**src/hdl/integer_to_base_q_digits_defines.svh**
```systemverilog
// Assertion macros for the radix conversion block.
// Used by the top level; needs clk and rst_n in scope.
`ifndef INTEGER_TO_BASE_Q_DIGITS_DEFINES_SVH
`define INTEGER_TO_BASE_Q_DIGITS_DEFINES_SVH

// checked only out of reset
`define IBQ_ASSERT(lbl, prop, msg) \
    lbl: assert property (@(posedge clk) disable iff (!rst_n) prop) else $error(msg);

// checked on every edge, reset included
`define IBQ_ASSERT_ALWAYS(lbl, prop, msg) \
    lbl: assert property (@(posedge clk) prop) else $error(msg);

`endif

```
**src/hdl/ibq_pkg.sv**
```systemverilog
// Shared constants, types and functions for the radix conversion block.
// No dependencies.
`timescale 1ns / 1ps
`default_nettype none

package ibq_pkg;

    localparam int VALUE_BITS  = 63;
    localparam int MAX_DIGITS  = 64;
    localparam int RESULT_CAP  = 63;
    localparam int DIGIT_LIMIT = (MAX_DIGITS < RESULT_CAP) ? MAX_DIGITS : RESULT_CAP;

    localparam int RADIX_W = 6;
    localparam int CHAR_W  = 7;
    localparam int ADDR_W  = $clog2(MAX_DIGITS);
    localparam int CNT_W   = $clog2(DIGIT_LIMIT + 1);

    localparam logic [RADIX_W-1:0] RADIX_RESET = RADIX_W'(10);
    localparam logic [RADIX_W-1:0] RADIX_MIN   = RADIX_W'(2);
    localparam logic [RADIX_W-1:0] RADIX_MAX   = RADIX_W'(36);

    localparam logic [CHAR_W-1:0] CHAR_ZERO   = CHAR_W'(48);
    localparam logic [CHAR_W-1:0] CHAR_LETTER = CHAR_W'(55);   // 'A' minus ten
    localparam logic [RADIX_W-1:0] DEC_DIGITS = RADIX_W'(10);

    typedef struct packed {
        logic                  start;
        logic [VALUE_BITS-1:0] dividend;
        logic [RADIX_W-1:0]    divisor;
    } div_req_t;

    typedef struct packed {
        logic                  done;
        logic [VALUE_BITS-1:0] quotient;
        logic [RADIX_W-1:0]    remainder;
    } div_rsp_t;

    function automatic logic [RADIX_W-1:0] eff_radix(input logic [RADIX_W-1:0] r);
        logic [RADIX_W-1:0] res;
        res = r;
        if (r < RADIX_MIN) res = RADIX_MIN;
        if (r > RADIX_MAX) res = RADIX_MAX;
        return res;
    endfunction

    function automatic logic [CHAR_W-1:0] to_char(input logic [RADIX_W-1:0] d);
        logic [CHAR_W-1:0] ext;
        ext = {{(CHAR_W - RADIX_W){1'b0}}, d};
        return (d < DEC_DIGITS) ? (CHAR_ZERO + ext) : (CHAR_LETTER + ext);
    endfunction

endpackage

`default_nettype wire

```
**src/hdl/ibq_if.sv**
```systemverilog
// Valid/ready channels for the input number and the output digit words.
// Depends on ibq_pkg.
`timescale 1ns / 1ps
`default_nettype none

interface ibq_in_if;
    logic                          valid;
    logic                          ready;
    logic [ibq_pkg::VALUE_BITS-1:0] value;

    modport source (output valid, output value, input ready);
    modport sink   (input valid, input value, output ready);
endinterface

interface ibq_out_if;
    logic                       valid;
    logic                       ready;
    logic [ibq_pkg::CHAR_W-1:0] digit_char;
    logic                       last_digit;

    modport source (output valid, output digit_char, output last_digit, input ready);
    modport sink   (input valid, input digit_char, input last_digit, output ready);
endinterface

`default_nettype wire

```
**src/hdl/ibq_ram.sv**
```systemverilog
// Generic single-port-write, single-port-read RAM with registered read data.
// No dependencies.
`timescale 1ns / 1ps
`default_nettype none

module ibq_ram #(
    parameter int WIDTH = 8,
    parameter int DEPTH = 64
) (
    input  wire logic                     clk,
    input  wire logic                     we,
    input  wire logic [$clog2(DEPTH)-1:0] waddr,
    input  wire logic [WIDTH-1:0]         wdata,
    input  wire logic [$clog2(DEPTH)-1:0] raddr,
    output logic      [WIDTH-1:0]         rdata
);

    logic [WIDTH-1:0] mem [DEPTH];

    always_ff @(posedge clk)
    begin
        if (we)
        begin
            mem[waddr] <= wdata;
        end
        rdata <= mem[raddr];
    end

endmodule

`default_nettype wire

```
**src/hdl/ibq_div.sv**
```systemverilog
// Restoring shift-subtract divider, one quotient bit per cycle.
// Depends on ibq_pkg.
`timescale 1ns / 1ps
`default_nettype none

module ibq_div (
    input  wire logic              clk,
    input  wire logic              rst_n,
    input  wire ibq_pkg::div_req_t req,
    output ibq_pkg::div_rsp_t      rsp
);

    localparam int STEP_W = $clog2(ibq_pkg::VALUE_BITS);
    localparam logic [STEP_W-1:0] LAST_STEP = STEP_W'(ibq_pkg::VALUE_BITS - 1);

    logic                              busy_reg;
    logic                              done_reg;
    logic [STEP_W-1:0]                 step_reg;
    logic [ibq_pkg::VALUE_BITS-1:0]    quot_reg;
    logic [ibq_pkg::RADIX_W-1:0]       rem_reg;
    logic [ibq_pkg::RADIX_W-1:0]       div_reg;

    logic [ibq_pkg::RADIX_W:0]         trial;
    logic                              fits;
    logic [ibq_pkg::RADIX_W:0]         diff;
    logic [ibq_pkg::RADIX_W-1:0]       rem_next;

    always_comb
    begin
        trial    = {rem_reg, quot_reg[ibq_pkg::VALUE_BITS-1]};
        fits     = trial >= {1'b0, div_reg};
        diff     = trial - {1'b0, div_reg};
        rem_next = fits ? diff[ibq_pkg::RADIX_W-1:0] : trial[ibq_pkg::RADIX_W-1:0];
    end

    always_ff @(posedge clk or negedge rst_n)
    begin
        if (!rst_n)
        begin
            busy_reg <= 1'b0;
            done_reg <= 1'b0;
            step_reg <= '0;
        end
        else if (req.start)
        begin
            busy_reg <= 1'b1;
            done_reg <= 1'b0;
            step_reg <= '0;
        end
        else if (busy_reg)
        begin
            step_reg <= step_reg + STEP_W'(1);
            if (step_reg == LAST_STEP)
            begin
                busy_reg <= 1'b0;
                done_reg <= 1'b1;
            end
        end
        else
        begin
            done_reg <= 1'b0;
        end
    end

    always_ff @(posedge clk)
    begin
        if (req.start)
        begin
            quot_reg <= req.dividend;
            rem_reg  <= '0;
            div_reg  <= req.divisor;
        end
        else if (busy_reg)
        begin
            quot_reg <= {quot_reg[ibq_pkg::VALUE_BITS-2:0], fits};
            rem_reg  <= rem_next;
        end
    end

    assign rsp.done      = done_reg;
    assign rsp.quotient  = quot_reg;
    assign rsp.remainder = rem_reg;

endmodule

`default_nettype wire

```
**src/hdl/integer_to_base_q_digits.sv**
```systemverilog
// Top level: converts a 63-bit unsigned number to ASCII digits in base 2..36.
// Depends on ibq_pkg, ibq_if, ibq_ram, ibq_div and the assertion macro header.
`timescale 1ns / 1ps
`default_nettype none
`include "integer_to_base_q_digits_defines.svh"

// A number taken on the number channel is divided by the radix over and over by one
// shared bit-serial divider; each remainder goes into a 64-entry digit RAM, and the digits
// are then played out most significant first, the least significant one flagged with
// last_digit. Zero gives the single digit '0'. Radix values below 2 act as 2, above 36
// as 36; at most 63 digits are formed and higher ones are dropped. For each digit a start is
// issued, the divider loads and produces 63 quotient bits; once all digits are stored, each
// is read back from the RAM and presented (S_RD, S_LD, S_OUT), waiting in S_OUT while the
// output stalls. The number channel is ready only when the previous number's digits are all
// gone. radix is written through cfg_we/cfg_wdata and resets to 10.
module integer_to_base_q_digits (
    input  wire logic                         clk,
    input  wire logic                         rst_n,
    ibq_in_if.sink                            number,
    ibq_out_if.source                         digits,
    input  wire logic                         cfg_we,
    input  wire logic [ibq_pkg::RADIX_W-1:0]  cfg_wdata
);

    typedef enum logic [2:0] {
        S_IDLE,
        S_DIV,
        S_RD,
        S_LD,
        S_OUT
    } state_t;

    localparam logic [ibq_pkg::CNT_W:0] LIMIT = (ibq_pkg::CNT_W + 1)'(ibq_pkg::DIGIT_LIMIT);

    state_t                            state_reg;
    logic [ibq_pkg::RADIX_W-1:0]       radix_reg;
    logic [ibq_pkg::VALUE_BITS-1:0]    quot_reg;
    logic [ibq_pkg::CNT_W-1:0]         count_reg;
    logic [ibq_pkg::ADDR_W-1:0]        idx_reg;
    logic                              start_reg;
    logic                              out_valid_reg;
    logic [ibq_pkg::CHAR_W-1:0]        out_char_reg;
    logic                              out_last_reg;

    ibq_pkg::div_req_t                 div_req;
    ibq_pkg::div_rsp_t                 div_rsp;

    logic                              wr_en;
    logic [ibq_pkg::RADIX_W-1:0]       rd_data;
    logic [ibq_pkg::CNT_W:0]           count_inc;

    always_ff @(posedge clk or negedge rst_n)
    begin
        if (!rst_n)
        begin
            radix_reg <= ibq_pkg::RADIX_RESET;
        end
        else if (cfg_we)
        begin
            radix_reg <= cfg_wdata;
        end
    end

    assign div_req.start    = start_reg;
    assign div_req.dividend = quot_reg;
    assign div_req.divisor  = ibq_pkg::eff_radix(radix_reg);

    ibq_div u_div (
        .clk   (clk),
        .rst_n (rst_n),
        .req   (div_req),
        .rsp   (div_rsp)
    );

    assign wr_en     = (state_reg == S_DIV) && div_rsp.done;
    assign count_inc = {1'b0, count_reg} + (ibq_pkg::CNT_W + 1)'(1);

    ibq_ram #(
        .WIDTH (ibq_pkg::RADIX_W),
        .DEPTH (ibq_pkg::MAX_DIGITS)
    ) u_store (
        .clk   (clk),
        .we    (wr_en),
        .waddr (count_reg[ibq_pkg::ADDR_W-1:0]),
        .wdata (div_rsp.remainder),
        .raddr (idx_reg),
        .rdata (rd_data)
    );

    always_ff @(posedge clk or negedge rst_n)
    begin
        if (!rst_n)
        begin
            state_reg     <= S_IDLE;
            quot_reg      <= '0;
            count_reg     <= '0;
            idx_reg       <= '0;
            start_reg     <= 1'b0;
            out_valid_reg <= 1'b0;
            out_char_reg  <= '0;
            out_last_reg  <= 1'b0;
        end
        else
        begin
            start_reg <= 1'b0;
            case (state_reg)
                S_IDLE:
                begin
                    if (number.valid)
                    begin
                        quot_reg  <= number.value;
                        count_reg <= '0;
                        start_reg <= 1'b1;
                        state_reg <= S_DIV;
                    end
                end
                S_DIV:
                begin
                    if (div_rsp.done)
                    begin
                        quot_reg  <= div_rsp.quotient;
                        count_reg <= count_inc[ibq_pkg::CNT_W-1:0];
                        if ((div_rsp.quotient != '0) && (count_inc < LIMIT))
                        begin
                            start_reg <= 1'b1;
                        end
                        else
                        begin
                            // count_reg is the top digit index here
                            idx_reg   <= count_reg[ibq_pkg::ADDR_W-1:0];
                            state_reg <= S_RD;
                        end
                    end
                end
                S_RD:
                begin
                    state_reg <= S_LD;
                end
                S_LD:
                begin
                    out_char_reg  <= ibq_pkg::to_char(rd_data);
                    out_last_reg  <= (idx_reg == '0);
                    out_valid_reg <= 1'b1;
                    state_reg     <= S_OUT;
                end
                S_OUT:
                begin
                    if (digits.ready)
                    begin
                        out_valid_reg <= 1'b0;
                        if (idx_reg == '0)
                        begin
                            state_reg <= S_IDLE;
                        end
                        else
                        begin
                            idx_reg   <= idx_reg - ibq_pkg::ADDR_W'(1);
                            state_reg <= S_RD;
                        end
                    end
                end
                default:
                begin
                    state_reg <= S_IDLE;
                end
            endcase
        end
    end

    assign number.ready      = (state_reg == S_IDLE);
    assign digits.valid      = out_valid_reg;
    assign digits.digit_char = out_char_reg;
    assign digits.last_digit = out_last_reg;

    `IBQ_ASSERT_ALWAYS(a_one_side_busy, !rst_n || !(number.ready && digits.valid), "input ready while a digit is pending")
    `IBQ_ASSERT(a_last_frees_input, (digits.valid && digits.ready && digits.last_digit) |=> number.ready, "input not freed after last digit")
    `IBQ_ASSERT(a_store_in_range, wr_en |-> ({1'b0, count_reg} < LIMIT), "digit store written past the digit limit")
    `IBQ_ASSERT(a_done_in_div, div_rsp.done |-> (state_reg == S_DIV), "divider finished outside the division phase")

endmodule

`default_nettype wire

```
**src/flat_wrapper.sv**
```systemverilog
// flat-port wrapper written by rule: the top's interface ports become plain ports
module integer_to_base_q_digits_flat 
  (clk, rst_n, cfg_we, cfg_wdata, number_valid, number_value, number_ready, digits_valid, digits_digit_char, digits_last_digit, digits_ready);
  ibq_in_if number_i ();
  ibq_out_if digits_i ();
  input  wire logic clk;
  input  wire logic rst_n;
  input  wire logic cfg_we;
  input  wire logic [ibq_pkg::RADIX_W-1:0] cfg_wdata;
  input wire logic [$bits(number_i.valid)-1:0] number_valid;
  input wire logic [$bits(number_i.value)-1:0] number_value;
  output wire logic [$bits(number_i.ready)-1:0] number_ready;
  output wire logic [$bits(digits_i.valid)-1:0] digits_valid;
  output wire logic [$bits(digits_i.digit_char)-1:0] digits_digit_char;
  output wire logic [$bits(digits_i.last_digit)-1:0] digits_last_digit;
  input wire logic [$bits(digits_i.ready)-1:0] digits_ready;
  assign number_i.valid = number_valid;
  assign number_i.value = number_value;
  assign number_ready = number_i.ready;
  assign digits_valid = digits_i.valid;
  assign digits_digit_char = digits_i.digit_char;
  assign digits_last_digit = digits_i.last_digit;
  assign digits_i.ready = digits_ready;
  integer_to_base_q_digits u_core (.clk(clk), .rst_n(rst_n), .number(number_i), .digits(digits_i), .cfg_we(cfg_we), .cfg_wdata(cfg_wdata));
endmodule
```
**config.mk**
```make
export PLATFORM = sky130hd
export DESIGN_NAME = integer_to_base_q_digits_flat
export DESIGN_NICKNAME = d
export VERILOG_FILES = /design/src/hdl/ibq_pkg.sv /design/src/hdl/ibq_if.sv /design/src/hdl/ibq_ram.sv /design/src/hdl/ibq_div.sv /design/src/hdl/integer_to_base_q_digits.sv /design/src/flat_wrapper.sv
export VERILOG_INCLUDE_DIRS = /design/src /design/src/hdl
export SDC_FILE = /design/constraint.sdc
export NUM_CORES = 1
export LEC_CHECK = 0
export CAP_MARGIN = 15
export CORE_ASPECT_RATIO = 1.2
export CORE_MARGIN = 5
export CORE_UTILIZATION = 57
export DETAILED_ROUTE_END_ITERATION = 8
export DONT_BUFFER_PORTS = 1
export PLACE_DENSITY = 0.77
export SYNTH_ARGS = -nofsm -noshare
export SYNTH_HDL_FRONTEND = slang
export SYNTH_SLANG_ARGS = --single-unit
```
**constraint.sdc**
```tcl
create_clock -name clk -period 3.1 [get_ports clk]
set_input_delay 0.155 -clock clk [delete_from_list [all_inputs] [get_ports clk]]
set_output_delay 0.155 -clock clk [all_outputs]
set_load 0.005 [all_outputs]
```
=== Word level (Yosys, flattened, before mapping) ===
Memories as Yosys holds them, arrays and structs flattened. A register that Yosys moved wholly into a read port is not among the register bits.
Index checks and enable logic that the tools add are counted.

* Bits in latches: 0
* Output and inout bits: 10
* Memory bits (read-only): 0
* Memories kept: 1
* Bits in registers: 177
* RAM bits: 384
* Bits of input ports: 74

* Add/subtract/negate cells: 6
* Divide/modulo/power cells: 0
* Magnitude comparators: 5
* Reduce and logical (&&, ||, !) cells: 14
* Bitwise operators: 0
* Shift-type cells: 0
* Multiplexer cells: 38
* Eq/ne operators: 11
* $mul: 0

{| class="wikitable"
|+ Memory list
! name !! words !! width !! read ports !! clocked after memory_dff !! write ports !! RTL line !! source
|-
| u_core.u_store.mem || 64 || 6 || 1 || 1 || 1 || ibq_ram.sv:18 || <nowiki>logic [WIDTH-1:0] mem [DEPTH];</nowiki>
|}

{| class="wikitable"
|+ Operators with widths
! kind !! count
|-
| 63-bit two-way mux || 4
|-
| 63-bit one-hot mux with 2 select lines || 1
|-
| 63-bit nonzero test || 1
|-
| 6-bit two-way mux || 10
|-
| 6-bit one-hot mux with 2 select lines || 2
|-
| 3-bit one-hot mux with 5 select lines || 1
|-
| 6-bit by 6-bit adder with 7-bit output, first input constant || 2
|-
| 1-bit two-way mux || 12
|-
| 3-bit two-way mux || 4
|-
| 2-bit inequality test, second input constant || 5
|-
| 2-bit nonzero test || 4
|-
| 6-bit by 1-bit adder with 7-bit output, second input constant || 1
|-
| 7-bit by 6-bit >= comparator with 1-bit output || 1
|-
| 7-bit by 6-bit < comparator with 1-bit output, second input constant || 1
|-
| 7-bit two-way mux || 1
|-
| 6-bit by 1-bit adder with 6-bit output, second input constant || 1
|-
| 3-bit by 2-bit equality test with 1-bit output, second input constant || 2
|-
| 6-bit equality test, second input constant || 1
|-
| 6-bit > comparator, second input constant || 1
|-
| 6-bit zero test || 1
|-
| 6-bit by 2-bit < comparator with 1-bit output, second input constant || 1
|-
| 6-bit by 4-bit < comparator with 1-bit output, second input constant || 1
|-
| 6-bit by 1-bit subtractor with 6-bit output, second input constant || 1
|-
| 6-bit subtractor || 1
|-
| other kinds (12) || 14
|}

=== Depth between registers and ports, before layout ===
* Word-level depth: 6
* Mapped depth: 11
* Mapped depth without buffers: 8

=== Cells and area by module ===
Synthesis repeated with hierarchy kept, for this count alone.

* Cell total of the unflattened synthesis: 1,447
* Area total of the unflattened synthesis: 23,726.5 sq um

{| class="wikitable"
|+ Modules (own cells, without submodules)
! module !! times used !! area each (sq um) !! seq. area each (sq um) !! cells an instance
|-
| ibq_ram || 1 || 15,225.9 || 11,651.2 || 720
|-
| integer_to_base_q_digits || 1 || 4,722.0 || 2,354.8 || 481
|-
| ibq_div || 1 || 3,778.6 || 2,392.3 || 246
|}

=== Worst setup path after synthesis ===
Ideal clock, no wire load.

* Path kind: register to register
* Start: register u_core.u_div.rem_reg[0] (netlist bit)
* End: register u_core.u_div.quot_reg[0] (netlist bit) (data pin)
* Setup time: 0.260 ns
* Cell stages (with the launch flop): 8
* Buffers on the path: 0
* Path slack: 0.044 ns
* Clock period less this slack: 3.056 ns
* Data required time: 2.840 ns
* Data arrival time: 2.796 ns
* Path through: dfxtp_1 -> ha_1 -> nor2b_1 -> o21ai_0 -> a21boi_1 -> o31a_1 -> or2_2 -> mux2_2

* Longest elaborated chain between the ends: 3

{| class="wikitable"
|+ Ends and longest elaborated chain
! what !! RTL line !! source
|-
| start: declaration || ibq_div.sv:20 || <nowiki>logic [ibq_pkg::RADIX_W-1:0] rem_reg;</nowiki>
|-
| start signal: assignment || ibq_div.sv:76 || <nowiki>rem_reg <= rem_next;</nowiki>
|-
| 7-bit by 6-bit >= comparator with 1-bit output || ibq_div.sv:31 || <nowiki>fits = trial >= {1'b0, div_reg};</nowiki>
|-
| 63-bit two-way mux || ibq_div.sv:73 || <nowiki>else if (busy_reg)</nowiki>
|-
| 63-bit two-way mux || ibq_div.sv:67 || <nowiki>if (req.start)</nowiki>
|-
| end signal: assignment || ibq_div.sv:69 || <nowiki>quot_reg <= req.dividend;</nowiki>
|-
| end signal: assignment || ibq_div.sv:75 || <nowiki>quot_reg <= {quot_reg[ibq_pkg::VALUE_BITS-2:0], fits};</nowiki>
|-
| end: declaration || ibq_div.sv:19 || <nowiki>logic [ibq_pkg::VALUE_BITS-1:0] quot_reg;</nowiki>
|}

No other way between the ends. The select of a mux whose other input is x is not followed.
A chain may end at the register's enable or synchronous reset.

==> metrics.txt <==
outcome=completed; row cnt=between 80 and 90; Vias per Instance=6.15; H-tree levels=2; Largest register FFs=384; largest fanout on the critical path=50; via count=12,500; post-synthesis cell type count=slightly above 60; RSZ-0062 raised after global routing=no; Hold Fails Final Rpt=0; Reg clk slew, reported paths=~0.07 ns; Slew Limit Fails=0; max-cap violations=0; port buffer count=0; largest family of logic cells by synthesized area=multiplexers; setup TNS=0 ns; Primary FF master, synth=edfxtp_1; First-pass DRT Iterations=5; Final Skew=around 0.024 ns; die area=0.0452 mm^2; XOR/XNOR Fraction of Synth Area=0.00374; Mapped Avg Cell Area=between 15 and 20 um^2; worst hold path class=in2async; Pleak=0.00910 uW; Async SR Flop Fraction=0.180; worst path arrival time=around 3.3 ns; Final Setup Violations=0; CTS tree=yes; Final ANT Viol Nets=0; area added between synthesis and finish=13.0%; Adder-Cell Fraction of Synth Area=0.00877; vias in the first global route=between 10,000 and 15,000; number of flops mapped to enable cells by yosys=~450; routed wire length=48,800 um; Fmax=347 MHz; Final HPWL DP=30,000 um; fraction of layout cells with a size suffix above 1=0.204; Startpoint Class=flip-flop; DRC=0; Worst Setup End Kind=flip-flop; footprint of the multi-input gates=around 0.0066 mm^2; Clock Sinks=roughly 570; most common library cell in the layout ignoring fill and taps=edfxtp_1; Reg area=0.0164 mm^2; flops & latches, synth=567; Worst-Skew Late Latency=~0.58 ns; Die Ht=232 um; Final Cycle Share=0.930; gr usage total=0.220; Max-Slew Margin vs Limit=0.484; WL per Instance=23.9 um; initial cell density of the core=0.575; Tmin final=2.88 ns; core area=0.0407 mm^2; clk root buf=clkbuf_16; pwr dens=889 mW/mm^2; first-pass GRT wire length=77,400 um; Inst Count DP=1,867; Nets=1,544; most frequent cells in the layout=453 x edfxtp_1, 120 x mux4_2, 107 x nand2_1, 96 x nor2_1, 96 x dfrtp_1; Yosys Warn Count=0; slew at the pin closest to its max-slew limit=0.771 ns; Num CTS Buffers=51; initial antenna violation count=1; post-synthesis simple-gate area fraction=0.0528; largest net degree at the start of global routing=103; Seq/Total Area, Yosys=0.701; GP Congestion=0.810; Remaining Overflow, GRT=0; PostCTS Resize Cnt=0; initial drt markers=1,138; Critical Path RT=3.54 ns; die width=around 190 um; Clock Path Buffers=3; Post-Layout Cell Count=2,038; WS Path Type=reg2reg; Synth Net Count=1,472; Netlist Area Pre-Place=0.0234 mm^2; post-synthesis compound-gate area fraction=0.0397; FILL cells=2,659; Mapped Cells=1,383; I/O Pins=84; Peak VDD IR=0.000892 V; post-synthesis mux area share=0.176
-- routing by layer --
metal,global-route usage,wire length [um],vias to the layer above
met5,0,0,-
met4,0.0797,1840,0
met3,0.0416,3140,105
met2,0.371,25100,465
met1,0.291,18700,6414
li1,-,-,5540
-- area by class of cell --
class	count	share of cell area
diodes	1	0.0000946
flip-flops and latches	567	0.620
repair buffers	97	0.0385
clock inverters	21	0.00799
well taps	539	0.0255
multi-input cells	717	0.249
inverters	21	0.00298
clock buffers	75	0.0551
-- path summary, 6_finish.rpt --
path / slack [ns] / to / depth (start not counted) / startpoint
max in group asynchronous: 2.43 / u_core.idx_reg[0] / 2 / rst_n
min in group clk: 0.26 / u_core.idx_reg[1] / 3 / digits_ready
setup reg to reg: 0.22 / u_core.u_store.rdata[2] / 5 / u_core.idx_reg[1]
setup / recovery: 0.22 / u_core.u_store.rdata[2] / 5 / u_core.idx_reg[1]
hold / removal: 0.19 / u_core.digits.digit_char[5] / 2 / rst_n
hold reg to reg: 0.47 / u_core.quot_reg[53] / 2 / u_core.quot_reg[53]
-- through the flow --
step	area, um^2	power [uW]	setup slack, ns	hold slack, ns	util
final	26500	23500	0.217	0.186	0.649
after CTS	26500	23600	0.206	0.206	0.649
after global placement	24000	17000	0.219	-0.137	0.590
after detailed placement	24000	17200	0.247	-0.137	0.590
after floorplan	23400	15400	0.0442	-0.141	-
after global routing	26500	24700	0.152	0.221	0.649
-- Yosys cell counts, types with 4 or more instances --
library cell / n / area (um^2)
nand4_1: 9 / 56.3
buf_1: 9 / 33.8
nor2b_1: 8 / 50.1
a21oi_1: 18 / 90.1
xnor2_1: 4 / 35.0
xor2_1: 6 / 52.6
dfxtp_1: 12 / 240
buf_2: 23 / 115
mux2_2: 70 / 788
or3_1: 4 / 25.0
buf_4: 8 / 60.1
edfxtp_1: 453 / 13600
nor4_1: 18 / 113
o21ai_0: 95 / 475
a22oi_1: 12 / 90.1
inv_1: 21 / 78.8
nand2_1: 108 / 405
ha_1: 14 / 175
mux2i_1: 63 / 631
and3_1: 4 / 25.0
nor3_1: 6 / 30.0
nand3b_1: 4 / 30.0
nand3_1: 10 / 50.1
mux4_2: 120 / 2700
nor2_1: 96 / 360
clkbuf_1: 38 / 143
dfrtp_1: 100 / 2500
-- cells by family after synthesis --
| family | count (synthesis) |
|---|---|
| xor+xnor | 10 |
| fa+ha+maj | 16 |
| mux | 253 |
| flops | 567 |
| buf+inv | 99 |
| simple gates | 279 |
| compound gates | 159 |
-- worst max-delay path, cell delays in order, from the launching register on --
cell and delay (ns):
dfrtp_4 0.89, buf_12 0.36, mux4_2 0.39, mux4_2 0.49, a22oi_1 0.45, nand2_1 0.10
-- what timing repair did --
action,CTS,global route
hold endpoints to repair,176,0
hold buffers,74,0
buffers inserted,0,0
-- report_power, final --
part	internal, uW	switching [uW]	leakage, uW
Combinational	2720	3300	0.00267
Clock	3600	2670	0.000819
Sequential	10200	1050	0.00561
Total	16500	7010	0.00910
No activity file was read; power rests on OpenSTA's default activity.
